==> src/rtl/core/cdq_pkg.sv <==
`timescale 1ns / 1ps
// ----------------------------------------------------------------------------
// cdq_pkg
// Shared types and constants for the ring-store deque.
// ----------------------------------------------------------------------------
package cdq_pkg;

  localparam int DEPTH   = 16;
  localparam int IDX_W   = $clog2(DEPTH);
  localparam int CNT_W   = $clog2(DEPTH + 1);
  localparam int CFG_W   = 5;
  localparam int WORD_W  = 32;
  localparam int CAP_RST = (16 > DEPTH) ? DEPTH : 16;

  // operation codes
  localparam logic [2:0] KIND_PUSH_FRONT = 3'd0;
  localparam logic [2:0] KIND_POP_FRONT  = 3'd1;
  localparam logic [2:0] KIND_PUSH_BACK  = 3'd2;
  localparam logic [2:0] KIND_POP_BACK   = 3'd3;
  localparam logic [2:0] KIND_DUMP       = 3'd4;

  // result status codes
  localparam logic [1:0] ST_OK    = 2'd0;
  localparam logic [1:0] ST_FULL  = 2'd1;
  localparam logic [1:0] ST_EMPTY = 2'd2;

  typedef struct packed {
    logic [2:0]               kind;
    logic signed [WORD_W-1:0] push_value;
  } in_item_t;

  typedef struct packed {
    logic [1:0]               status;
    logic signed [WORD_W-1:0] data_word;
    logic [CNT_W-1:0]         occupancy;
    logic                     last_of_run;
  } out_item_t;

  // controller -> datapath
  typedef struct packed {
    logic       take;      // input beat accepted this cycle
    logic [2:0] kind;
    logic       load_mem;  // load output register from store read data
    logic       mem_last;  // flag that beat as the last of its run
  } cmd_t;

  // datapath -> controller
  typedef struct packed {
    logic full;
    logic empty;
    logic walk_last;  // one entry left in the current walk
    logic out_busy;   // output register holds a beat that is not taken
  } sts_t;

endpackage

==> src/rtl/core/cdq_ctrl.sv <==
`timescale 1ns / 1ps
// ----------------------------------------------------------------------------
// cdq_ctrl
// Sequencer: accepts an operation, then runs the pop read or dump walk.
// ----------------------------------------------------------------------------
module cdq_ctrl (
  input  logic             clk,
  input  logic             rst,
  input  logic             in_valid,
  input  logic [2:0]       in_kind,
  output logic             in_ready,
  output logic             cfg_ready,
  input  cdq_pkg::sts_t    sts,
  output cdq_pkg::cmd_t    cmd
);

  localparam logic [1:0] S_IDLE = 2'd0;
  localparam logic [1:0] S_POP  = 2'd1;
  localparam logic [1:0] S_DUMP = 2'd2;

  logic [1:0] state;
  logic [1:0] state_next;
  logic       out_free;

  assign out_free  = !sts.out_busy;
  assign in_ready  = (state == S_IDLE) && out_free;
  assign cfg_ready = (state == S_IDLE);

  always_comb begin
    state_next   = state;
    cmd.take     = 1'b0;
    cmd.kind     = in_kind;
    cmd.load_mem = 1'b0;
    cmd.mem_last = 1'b0;
    case (state)
      S_IDLE: begin
        if (in_valid && out_free) begin
          cmd.take = 1'b1;
          if (!sts.empty) begin
            if (in_kind inside {cdq_pkg::KIND_POP_FRONT, cdq_pkg::KIND_POP_BACK})
              state_next = S_POP;
            else if (in_kind == cdq_pkg::KIND_DUMP)
              state_next = S_DUMP;
          end
        end
      end
      S_POP: begin
        if (out_free) begin
          cmd.load_mem = 1'b1;
          cmd.mem_last = 1'b1;
          state_next   = S_IDLE;
        end
      end
      S_DUMP: begin
        if (out_free) begin
          cmd.load_mem = 1'b1;
          cmd.mem_last = sts.walk_last;
          if (sts.walk_last)
            state_next = S_IDLE;
        end
      end
      default: state_next = S_IDLE;
    endcase
  end

  always_ff @(posedge clk) begin
    if (rst)
      state <= S_IDLE;
    else
      state <= state_next;
  end

endmodule

==> src/rtl/core/cdq_datapath.sv <==
`timescale 1ns / 1ps
// ----------------------------------------------------------------------------
// cdq_datapath
// Ring store, head/count pointers, capacity register and output register.
// ----------------------------------------------------------------------------
module cdq_datapath (
  input  logic                                clk,
  input  logic                                rst,
  input  cdq_pkg::cmd_t                       cmd,
  output cdq_pkg::sts_t                       sts,
  input  logic signed [cdq_pkg::WORD_W-1:0]   push_value,
  input  logic                                cfg_we,
  input  logic [cdq_pkg::CFG_W-1:0]           cfg_data,
  output logic                                out_valid,
  input  logic                                out_ready,
  output cdq_pkg::out_item_t                  out_item
);

  localparam int SUM_W = cdq_pkg::CNT_W + 1;

  logic signed [cdq_pkg::WORD_W-1:0] mem [cdq_pkg::DEPTH];
  logic signed [cdq_pkg::WORD_W-1:0] rdata;

  logic [cdq_pkg::CNT_W-1:0] cap;
  logic [cdq_pkg::IDX_W-1:0] head;
  logic [cdq_pkg::CNT_W-1:0] count;
  logic [cdq_pkg::IDX_W-1:0] walk_slot;
  logic [cdq_pkg::CNT_W-1:0] walk_left;

  logic [cdq_pkg::IDX_W-1:0] head_dec;
  logic [cdq_pkg::IDX_W-1:0] head_inc;
  logic [cdq_pkg::IDX_W-1:0] tail_slot;
  logic [cdq_pkg::IDX_W-1:0] back_slot;
  logic [cdq_pkg::IDX_W-1:0] walk_inc;
  logic [cdq_pkg::IDX_W-1:0] take_addr;
  logic [cdq_pkg::IDX_W-1:0] rd_addr;
  logic [cdq_pkg::CNT_W-1:0] cap_in;
  logic                      is_push;
  logic                      is_pop;
  logic                      is_dump;
  logic                      out_free;

  // reduce a sum below twice the capacity into the ring
  function automatic logic [cdq_pkg::IDX_W-1:0] wrap(input logic [SUM_W-1:0] sum,
                                                     input logic [cdq_pkg::CNT_W-1:0] c);
    logic [SUM_W-1:0] r;
    r = (sum >= {1'b0, c}) ? sum - {1'b0, c} : sum;
    return r[cdq_pkg::IDX_W-1:0];
  endfunction

  function automatic logic [cdq_pkg::IDX_W-1:0] step_up(input logic [cdq_pkg::IDX_W-1:0] s,
                                                        input logic [cdq_pkg::CNT_W-1:0] c);
    logic [SUM_W-1:0] n;
    n = SUM_W'(s) + SUM_W'(1);
    return (n == {1'b0, c}) ? '0 : n[cdq_pkg::IDX_W-1:0];
  endfunction

  // capacity clamp: zero acts as one, above DEPTH acts as DEPTH
  always_comb begin
    if (cfg_data == '0)
      cap_in = cdq_pkg::CNT_W'(1);
    else if ((cdq_pkg::CFG_W + cdq_pkg::CNT_W)'(cfg_data) >
             (cdq_pkg::CFG_W + cdq_pkg::CNT_W)'(cdq_pkg::DEPTH))
      cap_in = cdq_pkg::CNT_W'(cdq_pkg::DEPTH);
    else
      cap_in = cdq_pkg::CNT_W'(cfg_data);
  end

  assign head_dec  = (head == '0) ? cdq_pkg::IDX_W'(cap - cdq_pkg::CNT_W'(1))
                                  : head - cdq_pkg::IDX_W'(1);
  assign head_inc  = step_up(head, cap);
  assign walk_inc  = step_up(walk_slot, cap);
  assign tail_slot = wrap(SUM_W'(head) + SUM_W'(count), cap);
  assign back_slot = wrap(SUM_W'(head) + SUM_W'(count) - SUM_W'(1), cap);

  assign is_push = (cmd.kind == cdq_pkg::KIND_PUSH_FRONT) ||
                   (cmd.kind == cdq_pkg::KIND_PUSH_BACK);
  assign is_pop  = (cmd.kind == cdq_pkg::KIND_POP_FRONT) ||
                   (cmd.kind == cdq_pkg::KIND_POP_BACK);
  assign is_dump = (cmd.kind == cdq_pkg::KIND_DUMP);

  assign take_addr = (cmd.kind == cdq_pkg::KIND_POP_BACK) ? back_slot : head;

  // next read lands on the slot the following beat needs
  always_comb begin
    if (cmd.take)
      rd_addr = take_addr;
    else if (cmd.load_mem)
      rd_addr = walk_inc;
    else
      rd_addr = walk_slot;
  end

  assign out_free      = !out_valid || out_ready;
  assign sts.full      = (count >= cap);
  assign sts.empty     = (count == '0);
  assign sts.walk_last = (walk_left == cdq_pkg::CNT_W'(1));
  assign sts.out_busy  = !out_free;

  // ring store
  always_ff @(posedge clk) begin
    if (cmd.take && is_push && !sts.full) begin
      if (cmd.kind == cdq_pkg::KIND_PUSH_FRONT)
        mem[head_dec] <= push_value;
      else
        mem[tail_slot] <= push_value;
    end
    rdata <= mem[rd_addr];
  end

  // pointers and capacity
  always_ff @(posedge clk) begin
    if (rst) begin
      cap   <= cdq_pkg::CNT_W'(cdq_pkg::CAP_RST);
      head  <= '0;
      count <= '0;
    end else if (cfg_we) begin
      cap   <= cap_in;
      head  <= '0;
      count <= '0;
    end else if (cmd.take) begin
      if (is_push && !sts.full) begin
        count <= count + cdq_pkg::CNT_W'(1);
        if (cmd.kind == cdq_pkg::KIND_PUSH_FRONT)
          head <= head_dec;
      end else if (is_pop && !sts.empty) begin
        count <= count - cdq_pkg::CNT_W'(1);
        if (cmd.kind == cdq_pkg::KIND_POP_FRONT)
          head <= head_inc;
      end
    end
  end

  // walk position for pop read and dump
  always_ff @(posedge clk) begin
    if (cmd.take) begin
      walk_slot <= take_addr;
      walk_left <= count;
    end else if (cmd.load_mem) begin
      walk_slot <= walk_inc;
      walk_left <= walk_left - cdq_pkg::CNT_W'(1);
    end
  end

  // output register
  always_ff @(posedge clk) begin
    if (rst)
      out_valid <= 1'b0;
    else if (cmd.load_mem ||
             (cmd.take && (is_push || ((is_pop || is_dump) && sts.empty))))
      out_valid <= 1'b1;
    else if (out_ready)
      out_valid <= 1'b0;
  end

  always_ff @(posedge clk) begin
    if (cmd.load_mem) begin
      out_item.status      <= cdq_pkg::ST_OK;
      out_item.data_word   <= rdata;
      out_item.occupancy   <= count;
      out_item.last_of_run <= cmd.mem_last;
    end else if (cmd.take) begin
      out_item.last_of_run <= 1'b1;
      if (is_push) begin
        if (sts.full) begin
          out_item.status    <= cdq_pkg::ST_FULL;
          out_item.data_word <= '0;
          out_item.occupancy <= count;
        end else begin
          out_item.status    <= cdq_pkg::ST_OK;
          out_item.data_word <= push_value;
          out_item.occupancy <= count + cdq_pkg::CNT_W'(1);
        end
      end else begin
        out_item.status    <= cdq_pkg::ST_EMPTY;
        out_item.data_word <= '0;
        out_item.occupancy <= count;
      end
    end
  end

endmodule

==> src/rtl/core/circular_deque.sv <==
`timescale 1ns / 1ps
// ----------------------------------------------------------------------------
// circular_deque
// Double-ended queue of signed 32-bit words kept in a ring store.
// ----------------------------------------------------------------------------
// Input channel (in_valid/in_ready/in_item) carries one operation per beat:
// push front, pop front, push back, pop back or dump. Unknown kinds are
// consumed with no result. Output channel (out_valid/out_ready/out_item)
// returns the results; last_of_run marks the final beat of an operation.
// Push, or any full/empty refusal: result is ready the cycle after accept.
// Pop: the ring store read is registered, then loaded into the output.
// Dump of N entries: one entry per cycle from the store read port while
// the output register is free, with input held off until the last beat is loaded.
// The block takes the next operation once the previous run has finished
// and the output register is free or draining in that cycle.
// A stalled receiver holds the output register and pauses the dump walk.
// cfg_valid/cfg_ready/cfg_data sets the ring capacity (0 acts as 1, values
// above DEPTH act as DEPTH) and empties the queue. Reset: capacity 16,
// queue empty, output invalid; store contents are not cleared.
// ----------------------------------------------------------------------------
module circular_deque (
  input  logic                        clk,
  input  logic                        rst,
  input  logic                        in_valid,
  output logic                        in_ready,
  input  cdq_pkg::in_item_t           in_item,
  output logic                        out_valid,
  input  logic                        out_ready,
  output cdq_pkg::out_item_t          out_item,
  input  logic                        cfg_valid,
  output logic                        cfg_ready,
  input  logic [cdq_pkg::CFG_W-1:0]   cfg_data
);

  cdq_pkg::cmd_t cmd;
  cdq_pkg::sts_t sts;

  cdq_ctrl u_ctrl (
    .clk       (clk),
    .rst       (rst),
    .in_valid  (in_valid),
    .in_kind   (in_item.kind),
    .in_ready  (in_ready),
    .cfg_ready (cfg_ready),
    .sts       (sts),
    .cmd       (cmd)
  );

  cdq_datapath u_datapath (
    .clk        (clk),
    .rst        (rst),
    .cmd        (cmd),
    .sts        (sts),
    .push_value (in_item.push_value),
    .cfg_we     (cfg_valid && cfg_ready),
    .cfg_data   (cfg_data),
    .out_valid  (out_valid),
    .out_ready  (out_ready),
    .out_item   (out_item)
  );

endmodule
==> config.mk <==
export PLATFORM = sky130hd
export DESIGN_NAME = circular_deque
export DESIGN_NICKNAME = d
export VERILOG_FILES = /design/src/rtl/core/cdq_pkg.sv /design/src/rtl/core/cdq_ctrl.sv /design/src/rtl/core/cdq_datapath.sv /design/src/rtl/core/circular_deque.sv
export SDC_FILE = /design/constraint.sdc
export NUM_CORES = 1
export LEC_CHECK = 0
export BUFFER_PORTS_ARGS = -buffer_cell sky130_fd_sc_hd__clkbuf_2
export CAP_MARGIN = 15
export CORE_MARGIN = 2
export CORE_UTILIZATION = 51
export DETAILED_ROUTE_END_ITERATION = 7
export PLACE_DENSITY = 0.68
export SYNTH_ARGS = -nofsm -noshare
export SYNTH_HDL_FRONTEND = slang
export SYNTH_HIERARCHICAL = 1
export SYNTH_SLANG_ARGS = --single-unit
export TNS_END_PERCENT = 5
==> constraint.sdc <==
create_clock -name clk -period 14.94 [get_ports clk]
set_input_delay 0 -clock clk [delete_from_list [all_inputs] [get_ports clk]]
set_output_delay 0 -clock clk [all_outputs]
set_load 0.02 [all_outputs]
==> flow_results.xml, run 1 <==
<?xml version="1.0" encoding="UTF-8"?>
<metrics>
  <group name="run_status">
    <metric name="run_status" unit="">finished clean</metric>
  </group>
  <group name="cts">
    <metric name="clk_pin_slew_worst_paths" unit="ns">0.06</metric>
    <metric name="cts-root-to-sink-buffers" unit="">3</metric>
    <metric name="holdBufCountCts" unit="">51</metric>
    <metric name="tritoncts" unit="">yes</metric>
    <metric name="cts_made_buffers" unit="">60</metric>
    <metric name="clock_insertion_delay_worst_skew" unit="ns">0.63</metric>
    <metric name="htree_num_levels" unit="">2</metric>
    <metric name="tritoncts_num_sinks" unit="">610</metric>
    <metric name="post_cts_buffers" unit="">0</metric>
    <metric name="clock_tree.root_cell" unit="">sky130_fd_sc_hd__clkbuf_16</metric>
    <metric name="post_cts_resized" unit="">0</metric>
  </group>
  <group name="synth">
    <metric name="synthesis.yosys.warnings" unit="">6</metric>
    <metric name="synth_async_sr_flop_share" unit="">0</metric>
    <metric name="yosys.area.top_type" unit="">sky130_fd_sc_hd__edfxtp_1</metric>
    <metric name="synthesized_flop_and_latch_total" unit="">610</metric>
    <metric name="synth.cell_area" unit="sq mm">0.02654</metric>
    <metric name="synth.area.top_cells" unit="">sky130_fd_sc_hd__edfxtp_1, sky130_fd_sc_hd__dfxtp_1, sky130_fd_sc_hd__a211oi_1</metric>
    <metric name="synth_cell_type_count" unit="">74</metric>
    <metric name="post_synthesis_sequential_area_ratio" unit="">0.6695</metric>
    <metric name="synthesized_instance_count" unit="">2044</metric>
    <metric name="syn-mean-instance-area" unit="sq um">12.98</metric>
    <metric name="synth_edf_count" unit="">555</metric>
    <metric name="synth-main-ff-cell" unit="">sky130_fd_sc_hd__edfxtp_1</metric>
    <metric name="post-synth-top-area-fraction" unit="">0.6280</metric>
    <metric name="postSynthNetCount" unit="">2124</metric>
  </group>
  <group name="global_routing">
    <metric name="largest_net_degree_at_the_start_of_global_routing" unit="">226</metric>
    <metric name="grt_pass1_wl" unit="mm">103.4</metric>
    <metric name="via_count_of_the_first_global_routing_pass" unit="">17219</metric>
    <metric name="overflow" unit="">0</metric>
    <metric name="globalRouteTotalUtil" unit="">0.2513</metric>
    <metric name="antenna_violations_before_repair" unit="">0</metric>
  </group>
  <group name="routing">
    <metric name="route.vias.total" unit="">18050</metric>
    <metric name="dr.first_iter.drc_count" unit="">1924</metric>
    <metric name="drt-vias-per-instance" unit="">6.369</metric>
    <metric name="detailedRoute.firstPassIterationCount" unit="">5</metric>
    <metric name="drt.antenna.violating_nets" unit="">0</metric>
    <metric name="finalWirelength" unit="mm">67.80</metric>
    <metric name="route.detailed.wl_per_inst" unit="um">23.92</metric>
    <metric name="drc" unit="">0</metric>
  </group>
  <group name="sta">
    <metric name="final_period_minus_worst_setup_slack" unit="ns">6.550</metric>
    <metric name="worst_slew_pin_slew" unit="ns">1.435</metric>
    <metric name="grt_setup_unrepaired" unit="">false</metric>
    <metric name="setup_violations" unit="">0</metric>
    <metric name="final_min_period_over_clock_period" unit="">0.4384</metric>
    <metric name="totalNegativeSetupSlack" unit="ns">0</metric>
    <metric name="finalHoldViolCount" unit="">0</metric>
    <metric name="timing_max_transition_violations_final" unit="">0</metric>
    <metric name="slew_headroom" unit="">0.04351</metric>
    <metric name="final.setup_skew" unit="ns">0.02263</metric>
    <metric name="postLayoutSetupSlackWorst" unit="ns">8.390</metric>
    <metric name="fmax" unit="MHz">152.7</metric>
  </group>
  <group name="power_and_ir_drop">
    <metric name="finalPower" unit="mW">4.148</metric>
    <metric name="total_leakage_power" unit="nW">10.26</metric>
    <metric name="peakVddDrop" unit="mV">0.1038</metric>
    <metric name="p_per_area" unit="mW/mm^2">139.2</metric>
    <metric name="seq_power_share" unit="">0.480</metric>
    <metric name="cell_internal_pwr" unit="mW">2.979</metric>
    <metric name="switching_share" unit="">0.2819</metric>
    <metric name="combPwrFrac" unit="">0.180</metric>
    <metric name="clock_power_share" unit="">0.340</metric>
    <metric name="switchingPower" unit="mW">1.169</metric>
  </group>
  <group name="placement">
    <metric name="hpwlAfterDp" unit="mm">32.64</metric>
    <metric name="gp_weighted_congestion" unit="">0.8616</metric>
    <metric name="numPlacedInstances" unit="">2671</metric>
    <metric name="dp_slack" unit="ns">8.484</metric>
    <metric name="port-buffer-count" unit="">87</metric>
  </group>
  <group name="run">
    <metric name="max-cap-violations" unit="">0</metric>
  </group>
  <group name="min_path">
    <metric name="hold_crit_depth" unit="">5</metric>
    <metric name="worst_hold_path_type" unit="">primary input to flip-flop</metric>
  </group>
  <group name="layout">
    <metric name="finish.cell_count_without_fillers" unit="">2834</metric>
    <metric name="antenna_cells" unit="">0</metric>
    <metric name="nNetsFinal" unit="">2185</metric>
    <metric name="layout_area_growth_over_synthesis" unit="%">12.32</metric>
    <metric name="final_core_utilization" unit="">0.5799</metric>
    <metric name="most_common_cell_after_layout_fill_and_taps_aside" unit="">sky130_fd_sc_hd__edfxtp_1</metric>
    <metric name="final_layout_size_suffix_gt1_frac" unit="">0.1161</metric>
    <metric name="final_cell_mix" unit="">sky130_fd_sc_hd__edfxtp_1, sky130_fd_sc_hd__nand2_1, sky130_fd_sc_hd__inv_1, sky130_fd_sc_hd__a31oi_1, sky130_fd_sc_hd__a211oi_1</metric>
  </group>
  <group name="setup_path">
    <metric name="regToRegSetupSlack" unit="ns">8.39</metric>
    <metric name="crit-reg2reg-capture" unit="">u_datapath/rdata[14]</metric>
    <metric name="crit_path_category" unit="">flip-flop to flip-flop</metric>
    <metric name="r2r-start" unit="">u_datapath/head[0]</metric>
    <metric name="cp_arrival" unit="ns">7.06</metric>
    <metric name="critical_path.startpoint" unit="">u_datapath/head[0]</metric>
    <metric name="timing.reg2reg.worst_path_depth" unit="">18</metric>
    <metric name="critical_path_required" unit="ns">15.45</metric>
    <metric name="critical_path.max_fanout" unit="">225</metric>
    <metric name="setup.worst_path.end" unit="">u_datapath/rdata[14]</metric>
    <metric name="critPathLaunchType" unit="">flip-flop</metric>
    <metric name="setup.worst_path.end_class" unit="">flip-flop</metric>
  </group>
  <group name="floorplan">
    <metric name="io-pin-count" unit="">88</metric>
    <metric name="initial_core_util" unit="">0.5163</metric>
    <metric name="die_area" unit="sq mm">0.05388</metric>
    <metric name="rows" unit="">83</metric>
    <metric name="floorplan.core_area" unit="sq mm">0.05141</metric>
    <metric name="die_w" unit="um">232.1</metric>
    <metric name="floorplan.die.height" unit="um">232.1</metric>
  </group>
</metrics>
[cell usage after synthesis, types with 7 or more instances]
master	number
sky130_fd_sc_hd__a211o_1	32
sky130_fd_sc_hd__a211oi_1	130
sky130_fd_sc_hd__a21o_1	8
sky130_fd_sc_hd__a21oi_1	83
sky130_fd_sc_hd__a31oi_1	131
sky130_fd_sc_hd__a32oi_1	32
sky130_fd_sc_hd__and3_1	12
sky130_fd_sc_hd__and4_1	97
sky130_fd_sc_hd__buf_1	7
sky130_fd_sc_hd__buf_2	56
sky130_fd_sc_hd__clkbuf_1	105
sky130_fd_sc_hd__dfxtp_1	55
sky130_fd_sc_hd__edfxtp_1	555
sky130_fd_sc_hd__ha_1	32
sky130_fd_sc_hd__inv_1	156
sky130_fd_sc_hd__mux2i_1	9
sky130_fd_sc_hd__nand2_1	210
sky130_fd_sc_hd__nand2b_1	8
sky130_fd_sc_hd__nand3_1	10
sky130_fd_sc_hd__nand4_1	7
sky130_fd_sc_hd__nor2_1	29
sky130_fd_sc_hd__nor3_1	15
sky130_fd_sc_hd__o21ai_0	46
sky130_fd_sc_hd__o22ai_1	36
sky130_fd_sc_hd__o311ai_0	64
sky130_fd_sc_hd__xnor2_1	15
sky130_fd_sc_hd__xor2_1	14
[critical path: stages, from the launching register on]
cell and delay [ns]:
sky130_fd_sc_hd__dfxtp_1 0.41, sky130_fd_sc_hd__ha_1 0.28, sky130_fd_sc_hd__fa_1 0.60, sky130_fd_sc_hd__inv_1 0.12, sky130_fd_sc_hd__ha_1 0.23, sky130_fd_sc_hd__xnor2_1 0.24
sky130_fd_sc_hd__ha_1 0.32, sky130_fd_sc_hd__a21oi_1 0.16, sky130_fd_sc_hd__a21boi_1 0.08, sky130_fd_sc_hd__o21ai_0 0.20, sky130_fd_sc_hd__nand2b_1 0.18, sky130_fd_sc_hd__o211ai_4 0.24
sky130_fd_sc_hd__buf_12 0.67, sky130_fd_sc_hd__and3_4 0.85, sky130_fd_sc_hd__inv_4 0.45, sky130_fd_sc_hd__buf_4 0.52, sky130_fd_sc_hd__a211oi_1 0.37, sky130_fd_sc_hd__o22ai_1 0.13
sky130_fd_sc_hd__a211o_1 0.24
[area by class of cell]
cell class,instances,area [sq um]
clock inverters,28,203.9
well taps,680,850.8
multi-input cells,1097,7495
inverters,162,611.8
flip-flops and latches,610,17770
clock buffers,83,1608
repair buffers,174,1274
fillers,4084,21600
[stage by stage]
step / area (sq um) / hold slack (ns)
global route: 29810 / 0.1158
finish: 29810 / 0.09352
global placement: 27460 / 0.2846
detailed placement: 27460 / 0.3014
CTS: 29780 / 0.04630
floorplan: 26540 / 0.06907
[power by group through the flow]
stage	Clock (mW)	Sequential, mW	Combinational [mW]
floorplan	0	2.03	0.474
global placement	0	2.03	0.706
detailed placement	0	2.03	0.720
CTS	1.43	1.99	0.737
global route	1.50	2.00	0.806
finish	1.41	1.99	0.746
[how the worst min path moves through the flow]
stage	start	endpoint	slack (ns)
2_1_floorplan	rst	u_datapath/out_valid	0.07
3_3_place_gp	cfg_data[4]	u_datapath/cap[4]	0.28
3_5_place_dp	cfg_data[4]	u_datapath/cap[4]	0.30
4_1_cts	in_valid	u_ctrl/state[1]	0.05
5_1_grt	cfg_valid	u_datapath/cap[3]	0.12
6_report	cfg_valid	u_datapath/cap[3]	0.09
[kinds of logic (layout without fill, tap and decap cells)]
family          count (synthesis)  count (layout)  share of synthesized area
flops                         610             610                     0.6695
xor+xnor                       32              32                    0.01141
mux                            11              11                   0.004243
fa+ha+maj                      35              35                    0.01735
compound gates                599             599                     0.1594
buf+inv                       337             447                    0.05172
simple gates                  420             420                    0.08647
[registers in the layout, summed over array words and instances (netlist names)]
signal                count
u_datapath/walk_slot      4
u_datapath/cap            5
u_datapath/rdata         32
u_datapath/out_valid      1
u_datapath/walk_left      5
u_datapath/count          5
u_datapath/out_item      40
u_datapath/mem          512
u_ctrl/state              2
u_datapath/head           4
[layer usage]
| layer | share of wire | global-route usage | wire length [um] | up-vias |
|---|---|---|---|---|
| met1 | 0.42 | 0.3529 | 28460 | 9038 |
| li1 | - | - | - | 8049 |
| met3 | 0.078 | 0.03401 | 5322 | 130 |
| met4 | 0.027 | 0.08814 | 1855 | 0 |
| met2 | 0.47 | 0.4041 | 32160 | 833 |
| met5 | 0 | 0 | 0 | - |
Note: power is estimated with default switching activity, not from simulation.
==> run 2: changes to the inputs <==
--- a/config.mk
+++ b/config.mk
@@ -10,7 +10,7 @@
 export CORE_MARGIN = 2
 export CORE_UTILIZATION = 51
 export DETAILED_ROUTE_END_ITERATION = 7
-export PLACE_DENSITY = 0.68
+export PLACE_DENSITY = 0.7
 export SYNTH_ARGS = -nofsm -noshare
 export SYNTH_HDL_FRONTEND = slang
 export SYNTH_HIERARCHICAL = 1
==> constraint.sdc (replaced) <==
create_clock -name clk -period 5.45 [get_ports clk]
set_input_delay 0 -clock clk [delete_from_list [all_inputs] [get_ports clk]]
set_output_delay 0 -clock clk [all_outputs]
set_load 0.02 [all_outputs]
==> run 2 against run 1 <==
Compared with the run above:
- the run now ends with DRC left
- via count up 0.17%
- critical path depth decreased by 3
- setup slack got worse by 8.0 ns
- non-clock buffer count up 16
- power rose to 2.8 times the previous value
- final area increased by 1.6%
- global-route usage down 0.087 points
- routed wire length about the same
- clock power grew to 3.0 times the previous value
- largest power group unchanged
==> flow_results.xml, run 2 (synthesized netlist as in run 1, its figures left out) <==
<?xml version="1.0" encoding="UTF-8"?>
<metrics>
  <group name="routing">
    <metric name="drt.antenna.violating_nets" unit="">0</metric>
    <metric name="dr.first_iter.drc_count" unit="">2038</metric>
    <metric name="drt-vias-per-instance" unit="">6.342</metric>
    <metric name="drc" unit="">9</metric>
    <metric name="finalWirelength" unit="mm">67.79</metric>
    <metric name="detailedRoute.firstPassIterationCount" unit="">8</metric>
    <metric name="route.detailed.wl_per_inst" unit="um">23.78</metric>
    <metric name="route.vias.total" unit="">18081</metric>
  </group>
  <group name="cts">
    <metric name="tritoncts" unit="">yes</metric>
    <metric name="clk_pin_slew_worst_paths" unit="ns">0.06</metric>
    <metric name="post_cts_buffers" unit="">0</metric>
    <metric name="cts-root-to-sink-buffers" unit="">3</metric>
    <metric name="cts_made_buffers" unit="">59</metric>
    <metric name="clock_tree.root_cell" unit="">sky130_fd_sc_hd__clkbuf_16</metric>
    <metric name="clock_insertion_delay_worst_skew" unit="ns">0.62</metric>
    <metric name="htree_num_levels" unit="">2</metric>
    <metric name="tritoncts_num_sinks" unit="">610</metric>
  </group>
  <group name="min_path">
    <metric name="worst_hold_path.endpoint" unit="">u_datapath/cap[2]</metric>
    <metric name="worst_hold_path_type" unit="">primary input to flip-flop</metric>
    <metric name="worstHoldStart" unit="">cfg_valid</metric>
    <metric name="hold_crit_depth" unit="">5</metric>
  </group>
  <group name="layout">
    <metric name="final_cell_mix" unit="">sky130_fd_sc_hd__edfxtp_1, sky130_fd_sc_hd__nand2_1, sky130_fd_sc_hd__inv_1, sky130_fd_sc_hd__a31oi_1, sky130_fd_sc_hd__a211oi_1</metric>
    <metric name="antenna_cells" unit="">0</metric>
    <metric name="multi_input_area" unit="sq mm">0.007495</metric>
    <metric name="largest_registers" unit="">u_datapath/mem x512, u_datapath/out_item x40, u_datapath/rdata x32</metric>
    <metric name="largest_register_ffs" unit="">512</metric>
    <metric name="final_layout_size_suffix_gt1_frac" unit="">0.1262</metric>
    <metric name="largest-register" unit="">u_datapath/mem</metric>
    <metric name="n_fill_cell" unit="">3966</metric>
    <metric name="seqCellArea" unit="sq mm">0.01777</metric>
    <metric name="finish.cell_count_without_fillers" unit="">2851</metric>
    <metric name="nNetsFinal" unit="">2200</metric>
    <metric name="final_core_utilization" unit="">0.5894</metric>
    <metric name="layout_area_growth_over_synthesis" unit="%">14.17</metric>
    <metric name="most_common_cell_after_layout_fill_and_taps_aside" unit="">sky130_fd_sc_hd__edfxtp_1</metric>
  </group>
  <group name="setup_path">
    <metric name="critical_path_required" unit="ns">5.97</metric>
    <metric name="critical_path.max_stage_delay" unit="ns">0.60</metric>
    <metric name="crit-reg2reg-capture" unit="">u_datapath/rdata[4]</metric>
    <metric name="timing.reg2reg.worst_path_depth" unit="">15</metric>
    <metric name="setup.worst_path.end_class" unit="">flip-flop</metric>
    <metric name="cpMostUsedCell" unit="">sky130_fd_sc_hd__ha_1</metric>
    <metric name="regToRegSetupSlack" unit="ns">0.36</metric>
    <metric name="critPathLaunchType" unit="">flip-flop</metric>
    <metric name="worstPathBufferInverterCount" unit="">1</metric>
    <metric name="critical_path.max_fanout" unit="">161</metric>
    <metric name="cp_arrival" unit="ns">5.60</metric>
    <metric name="critical_path.slowest_cell" unit="">sky130_fd_sc_hd__dfxtp_1</metric>
    <metric name="r2r-start" unit="">u_datapath/count[2]</metric>
    <metric name="worst_path_dominant_cell_family" unit="">compound AO/OA/AOI/OAI gates</metric>
    <metric name="critical_path.startpoint" unit="">u_datapath/count[2]</metric>
    <metric name="path_cells" unit="">ha_1, a21oi_1, a21oi_2, nor2_1, xor2_1, ha_1, a21boi_1, o21ai_0, nor2b_1, a21boi_0, o21a_4, buf_12, o311ai_0, o22ai_1, a211o_1</metric>
    <metric name="crit_path_category" unit="">flip-flop to flip-flop</metric>
  </group>
  <group name="power_and_ir_drop">
    <metric name="peakVddDrop" unit="mV">0.2803</metric>
    <metric name="p_per_area" unit="mW/mm^2">387.4</metric>
    <metric name="seq_power_share" unit="">0.464</metric>
    <metric name="cell_internal_pwr" unit="mW">8.513</metric>
    <metric name="clock_power_share" unit="">0.355</metric>
    <metric name="switching_share" unit="">0.2747</metric>
    <metric name="switchingPower" unit="mW">3.225</metric>
    <metric name="total_leakage_power" unit="nW">10.48</metric>
    <metric name="combPwrFrac" unit="">0.181</metric>
    <metric name="finalPower" unit="mW">11.74</metric>
  </group>
  <group name="placement">
    <metric name="port-buffer-count" unit="">87</metric>
    <metric name="numPlacedInstances" unit="">2688</metric>
    <metric name="gp_weighted_congestion" unit="">0.8069</metric>
    <metric name="hpwlAfterDp" unit="mm">34.60</metric>
  </group>
  <group name="floorplan">
    <metric name="io-pin-count" unit="">88</metric>
    <metric name="initial_core_util" unit="">0.5163</metric>
    <metric name="die_area" unit="sq mm">0.05388</metric>
    <metric name="floorplan.die.height" unit="um">232.1</metric>
    <metric name="floorplan.core_area" unit="sq mm">0.05141</metric>
    <metric name="rows" unit="">83</metric>
    <metric name="die_w" unit="um">232.1</metric>
  </group>
  <group name="run_status">
    <metric name="run_status" unit="">complete, but fails checks</metric>
    <metric name="violations_in_the_final_reports" unit="">DRC</metric>
  </group>
  <group name="global_routing">
    <metric name="globalRouteTotalUtil" unit="">0.2504</metric>
    <metric name="via_count_of_the_first_global_routing_pass" unit="">17206</metric>
    <metric name="overflow" unit="">0</metric>
    <metric name="grt_pass1_wl" unit="mm">102.7</metric>
    <metric name="antenna_violations_before_repair" unit="">1</metric>
    <metric name="largest_net_degree_at_the_start_of_global_routing" unit="">225</metric>
  </group>
  <group name="sta">
    <metric name="finalHoldViolCount" unit="">0</metric>
    <metric name="holdWs" unit="ns">0.06877</metric>
    <metric name="slew_headroom" unit="">0.3056</metric>
    <metric name="fmax" unit="MHz">196.7</metric>
    <metric name="grt_setup_unrepaired" unit="">false</metric>
    <metric name="setup_violations" unit="">0</metric>
    <metric name="timing_max_transition_violations_final" unit="">0</metric>
    <metric name="final_period_minus_worst_setup_slack" unit="ns">5.085</metric>
    <metric name="worst_slew_pin_slew" unit="ns">1.042</metric>
    <metric name="final_min_period_over_clock_period" unit="">0.9331</metric>
    <metric name="final.setup_skew" unit="ns">0.02141</metric>
  </group>
  <group name="run">
    <metric name="max-cap-violations" unit="">0</metric>
  </group>
</metrics>
run 2: cell types whose count changed in the layout (fill, tap and decap cells not counted), sizes merged:
cell / before / now
clkinvlp: 1 / 3
inv: 164 / 163
bufinv: 2 / 8
clkinv: 23 / 21
buf: 36 / 52
clkbuf: 170 / 166
run 2: power groups by stage:
stage               Sequential, mW  Clock [mW]  Combinational (mW)
floorplan                     5.56           0                1.30
global placement              5.54           0                2.01
detailed placement            5.54           0                2.05
CTS                           5.44        4.22                2.10
global route                  5.46        4.40                2.29
finish                        5.45        4.17                2.12
run 2: cell type report:
type	count	share of cell area
clock inverters	33	0.01251
multi-input cells	1097	0.2473
inverters	162	0.02019
flip-flops and latches	610	0.5864
repair buffers	190	0.05261
well taps	680	0.02808
clock buffers	79	0.05290
run 2: through the flow:
step	area [sq um]	TNS, ns	setup WS, ns
global placement	27800	0	0.6565
finish	30300	0	0.3649
global route	30300	0	0.04032
CTS	30290	0	0.4976
detailed placement	27800	0	0.5623
floorplan	26540	-69.52	-0.3724
run 2: worst max-delay path by stage:
| stage | end | slack, ns | cells after the start |
|---|---|---|---|
| global placement | u_datapath/rdata[15] | 0.66 | 16 |
| detailed placement | u_datapath/rdata[5] | 0.56 | 15 |
| global route | u_datapath/rdata[15] | 0.04 | 15 |
| CTS | u_datapath/rdata[15] | 0.50 | 15 |
| floorplan | u_datapath/mem[11][0] | -0.37 | 14 |
| finish | u_datapath/rdata[4] | 0.36 | 15 |
run 2: what timing repair did:
| item | CTS | global route |
|---|---|---|
| endpoints found under the hold margin | 560 | 0 |
| setup endpoints to repair | 0 | 1 |
| resized for setup | 0 | 1 |
| hold buffers | 51 | 0 |
run 2: layer usage:
metal / wire length (um) / GRT usage
met1: 28210 / 0.3457
met2: 32180 / 0.4012
met3: 5405 / 0.04506
met4: 1981 / 0.08714
met5: 13 / 0
run 2: worst min-delay path, delay by kind of cell:
family | cells | cell delay, ns
simple gates | 3 | 0.51
buf+inv | 1 | 0.07
compound gates | 1 | 0.05
==> run 3: changes to the inputs <==
--- a/config.mk
+++ b/config.mk
@@ -7,7 +7,6 @@
 export LEC_CHECK = 0
 export BUFFER_PORTS_ARGS = -buffer_cell sky130_fd_sc_hd__clkbuf_2
 export CAP_MARGIN = 15
-export CORE_MARGIN = 2
 export CORE_UTILIZATION = 51
 export DETAILED_ROUTE_END_ITERATION = 7
 export PLACE_DENSITY = 0.7
==> run 3 against run 2 <==
Compared with the run above:
- the run now ends clean
- first-iteration DRC count is 12% lower
- core utilization is 0.31 points lower
- critical path depth is 1 higher
- clock-buffer cell count is 15 higher
- final area is 0.53% lower
- global-route usage is 0.78 points higher
- flip-flop and latch count stayed put
- fmax is 0.63% lower
- register-to-register slack worse by 0.03 ns
- worst hold slack worse by 0.061 ns
- clock skew is 0.014 ns higher
- critical path type unchanged
- critical endpoint is now u_datapath/rdata[23]
==> flow_results.xml, run 3 (synthesized netlist as in run 1, its figures left out) <==
<?xml version="1.0" encoding="UTF-8"?>
<metrics>
  <group name="sta">
    <metric name="grt_setup_unrepaired" unit="">false</metric>
    <metric name="setup_violations" unit="">0</metric>
    <metric name="slew_headroom" unit="">0.3165</metric>
    <metric name="finalHoldViolCount" unit="">0</metric>
    <metric name="final_period_minus_worst_setup_slack" unit="ns">5.117</metric>
    <metric name="fmax" unit="MHz">195.4</metric>
    <metric name="worst_slew_pin_slew" unit="ns">1.025</metric>
    <metric name="holdWs" unit="ns">0.007838</metric>
    <metric name="final_min_period_over_clock_period" unit="">0.9390</metric>
    <metric name="timing_max_transition_violations_final" unit="">0</metric>
    <metric name="final.setup_skew" unit="ns">0.03540</metric>
  </group>
  <group name="layout">
    <metric name="largest-register" unit="">u_datapath/mem</metric>
    <metric name="largest_register_ffs" unit="">512</metric>
    <metric name="n_fill_cell" unit="">3972</metric>
    <metric name="most_common_cell_after_layout_fill_and_taps_aside" unit="">sky130_fd_sc_hd__edfxtp_1</metric>
    <metric name="final_core_utilization" unit="">0.5863</metric>
    <metric name="final_cell_mix" unit="">sky130_fd_sc_hd__edfxtp_1, sky130_fd_sc_hd__nand2_1, sky130_fd_sc_hd__inv_1, sky130_fd_sc_hd__a31oi_1, sky130_fd_sc_hd__a211oi_1</metric>
    <metric name="largest_registers" unit="">u_datapath/mem x512, u_datapath/out_item x40, u_datapath/rdata x32</metric>
    <metric name="final_layout_size_suffix_gt1_frac" unit="">0.1249</metric>
    <metric name="nNetsFinal" unit="">2198</metric>
    <metric name="antenna_cells" unit="">0</metric>
    <metric name="layout_area_growth_over_synthesis" unit="%">13.57</metric>
  </group>
  <group name="global_routing">
    <metric name="largest_net_degree_at_the_start_of_global_routing" unit="">225</metric>
    <metric name="overflow" unit="">0</metric>
    <metric name="global_route.usage.met1" unit="">0.3585</metric>
    <metric name="grt.busiest_layer" unit="">met2</metric>
    <metric name="grt_pass1_wl" unit="mm">105.0</metric>
    <metric name="grt_util_met3" unit="">0.04018</metric>
    <metric name="globalRouteTotalUtil" unit="">0.2582</metric>
    <metric name="globalRouteMet2Util" unit="">0.4207</metric>
    <metric name="antenna_violations_before_repair" unit="">0</metric>
    <metric name="via_count_of_the_first_global_routing_pass" unit="">17474</metric>
  </group>
  <group name="setup_path">
    <metric name="worst_path_dominant_cell_family" unit="">compound AO/OA/AOI/OAI gates</metric>
    <metric name="cpMostUsedCell" unit="">sky130_fd_sc_hd__ha_1</metric>
    <metric name="path_cells" unit="">ha_1, fa_1, inv_1, ha_1, xnor2_1, ha_1, a21oi_1, a21boi_1, o21ai_0, nand2b_1, o211ai_4, buf_4, a31oi_1, o311ai_0, o22ai_1, a211o_1</metric>
    <metric name="setup.worst_path.end_class" unit="">flip-flop</metric>
    <metric name="cp_arrival" unit="ns">5.64</metric>
    <metric name="critPathLaunchType" unit="">flip-flop</metric>
    <metric name="worstPathBufferInverterCount" unit="">2</metric>
    <metric name="critical_path.max_fanout" unit="">74</metric>
    <metric name="critical_path.slowest_cell" unit="">sky130_fd_sc_hd__buf_4</metric>
    <metric name="critical_path.max_stage_delay" unit="ns">0.68</metric>
    <metric name="critical_path_required" unit="ns">5.97</metric>
    <metric name="crit_path_category" unit="">flip-flop to flip-flop</metric>
  </group>
  <group name="power_and_ir_drop">
    <metric name="finalPower" unit="mW">11.61</metric>
    <metric name="total_leakage_power" unit="nW">10.41</metric>
    <metric name="p_per_area" unit="mW/mm^2">385.2</metric>
    <metric name="switchingPower" unit="mW">3.272</metric>
    <metric name="clock_power_share" unit="">0.347</metric>
    <metric name="switching_share" unit="">0.2818</metric>
    <metric name="combPwrFrac" unit="">0.181</metric>
    <metric name="peakVddDrop" unit="mV">0.3459</metric>
    <metric name="cell_internal_pwr" unit="mW">8.337</metric>
    <metric name="seq_power_share" unit="">0.472</metric>
  </group>
  <group name="cts">
    <metric name="tritoncts" unit="">yes</metric>
    <metric name="clk_pin_slew_worst_paths" unit="ns">0.06</metric>
    <metric name="clock_tree.root_cell" unit="">sky130_fd_sc_hd__clkbuf_16</metric>
    <metric name="htree_num_levels" unit="">2</metric>
    <metric name="clock_insertion_delay_worst_skew" unit="ns">0.65</metric>
    <metric name="tritoncts_num_sinks" unit="">610</metric>
    <metric name="cts_made_buffers" unit="">60</metric>
    <metric name="cts-root-to-sink-buffers" unit="">3</metric>
  </group>
  <group name="routing">
    <metric name="drc" unit="">0</metric>
    <metric name="detailedRoute.firstPassIterationCount" unit="">7</metric>
    <metric name="route.detailed.wl_per_inst" unit="um">24.14</metric>
    <metric name="drt.antenna.violating_nets" unit="">0</metric>
    <metric name="dr.first_iter.drc_count" unit="">1785</metric>
    <metric name="finalWirelength" unit="mm">68.80</metric>
    <metric name="drt-vias-per-instance" unit="">6.312</metric>
    <metric name="route.vias.total" unit="">17990</metric>
  </group>
  <group name="floorplan">
    <metric name="floorplan.core_area" unit="sq mm">0.05141</metric>
    <metric name="die_w" unit="um">230.1</metric>
    <metric name="floorplan.die.height" unit="um">230.1</metric>
    <metric name="rows" unit="">83</metric>
    <metric name="die_area" unit="sq mm">0.05295</metric>
    <metric name="initial_core_util" unit="">0.5163</metric>
    <metric name="io-pin-count" unit="">88</metric>
  </group>
  <group name="placement">
    <metric name="hpwlAfterDp" unit="mm">36.58</metric>
    <metric name="gp_weighted_congestion" unit="">0.8696</metric>
    <metric name="port-buffer-count" unit="">87</metric>
  </group>
  <group name="run_status">
    <metric name="run_status" unit="">finished clean</metric>
  </group>
  <group name="min_path">
    <metric name="worst_hold_path_type" unit="">primary input to flip-flop</metric>
  </group>
  <group name="run">
    <metric name="max-cap-violations" unit="">0</metric>
  </group>
</metrics>
run 3: cell count changes in the layout (fill, tap and decap cells not counted), sizes merged:
cell | previous run | this run
buf | 52 | 51
bufinv | 8 | 2
clkbuf | 166 | 181
clkinv | 21 | 15
clkinvlp | 3 | 2
dlygate4sd3 | 51 | 49
run 3: worst paths after layout:
kind | startpoint | endpoint | slack [ns] | cells after the start
setup reg to reg | u_datapath/head[0] | u_datapath/rdata[23] | 0.33 | 16
hold / removal | cfg_valid | u_datapath/cap[4] | 0.008 | 3
setup / recovery | u_datapath/head[0] | u_datapath/rdata[23] | 0.33 | 16
hold reg to reg | u_datapath/out_item[38] | u_datapath/out_item[38] | 0.47 | 2
run 3: repair_timing:
action / 4_1_cts / 5_1_grt
endpoints found under the hold margin: 563 / 0
gates resized for setup: 0 / 0
setup buffers: 0 / 0
hold buffers: 49 / 0
run 3: cell type report:
class                           count  area [sq um]  share of cell area
Clock buffer                       94          1739             0.05770
Clock inverter                     20         180.2            0.005978
Inverter                          162         611.8             0.02030
Multi-Input combinational cell   1097          7495              0.2487
Sequential cell                   610         17770              0.5895
Tap cell                          680         850.8             0.02823
Timing Repair Buffer              187          1496             0.04965
run 3: worst register-to-register path: stages (launching register included):
cell and delay (ns):
sky130_fd_sc_hd__dfxtp_1 0.40, sky130_fd_sc_hd__ha_1 0.27, sky130_fd_sc_hd__fa_1 0.60, sky130_fd_sc_hd__inv_1 0.13, sky130_fd_sc_hd__ha_1 0.24, sky130_fd_sc_hd__xnor2_1 0.24, sky130_fd_sc_hd__ha_1 0.33, sky130_fd_sc_hd__a21oi_1 0.18
sky130_fd_sc_hd__a21boi_1 0.09, sky130_fd_sc_hd__o21ai_0 0.20, sky130_fd_sc_hd__nand2b_1 0.20, sky130_fd_sc_hd__o211ai_4 0.28, sky130_fd_sc_hd__buf_4 0.68, sky130_fd_sc_hd__a31oi_1 0.25, sky130_fd_sc_hd__o311ai_0 0.51, sky130_fd_sc_hd__o22ai_1 0.16
sky130_fd_sc_hd__a211o_1 0.25
run 3: power groups by stage:
stage                     Combinational (mW)  Clock (mW)  Sequential, mW
after global placement                  1.98           0            5.58
final                                   2.10        4.03            5.48
after floorplan                         1.30           0            5.56
after detailed placement                2.03           0            5.57
after global routing                    2.25        4.25            5.49
after CTS                               2.08        4.09            5.48
run 3: metal layers:
layer	routed length, um	part of all wire
met2	33030	0.48
met5	0	0
met3	5150	0.075
met1	28950	0.42
met4	1667	0.024
run 3: stage by stage:
stage	setup TNS (ns)	area, sq um	cells	worst slack (ns)
after CTS	0	30140	2850	0.4259
after floorplan	-69.52	26540	2044	-0.3724
after global routing	0	30140	2850	0.08888
after global placement	0	27730	2687	0.6222
after detailed placement	0	27730	2687	0.4709
final	0	30140	2850	0.3327
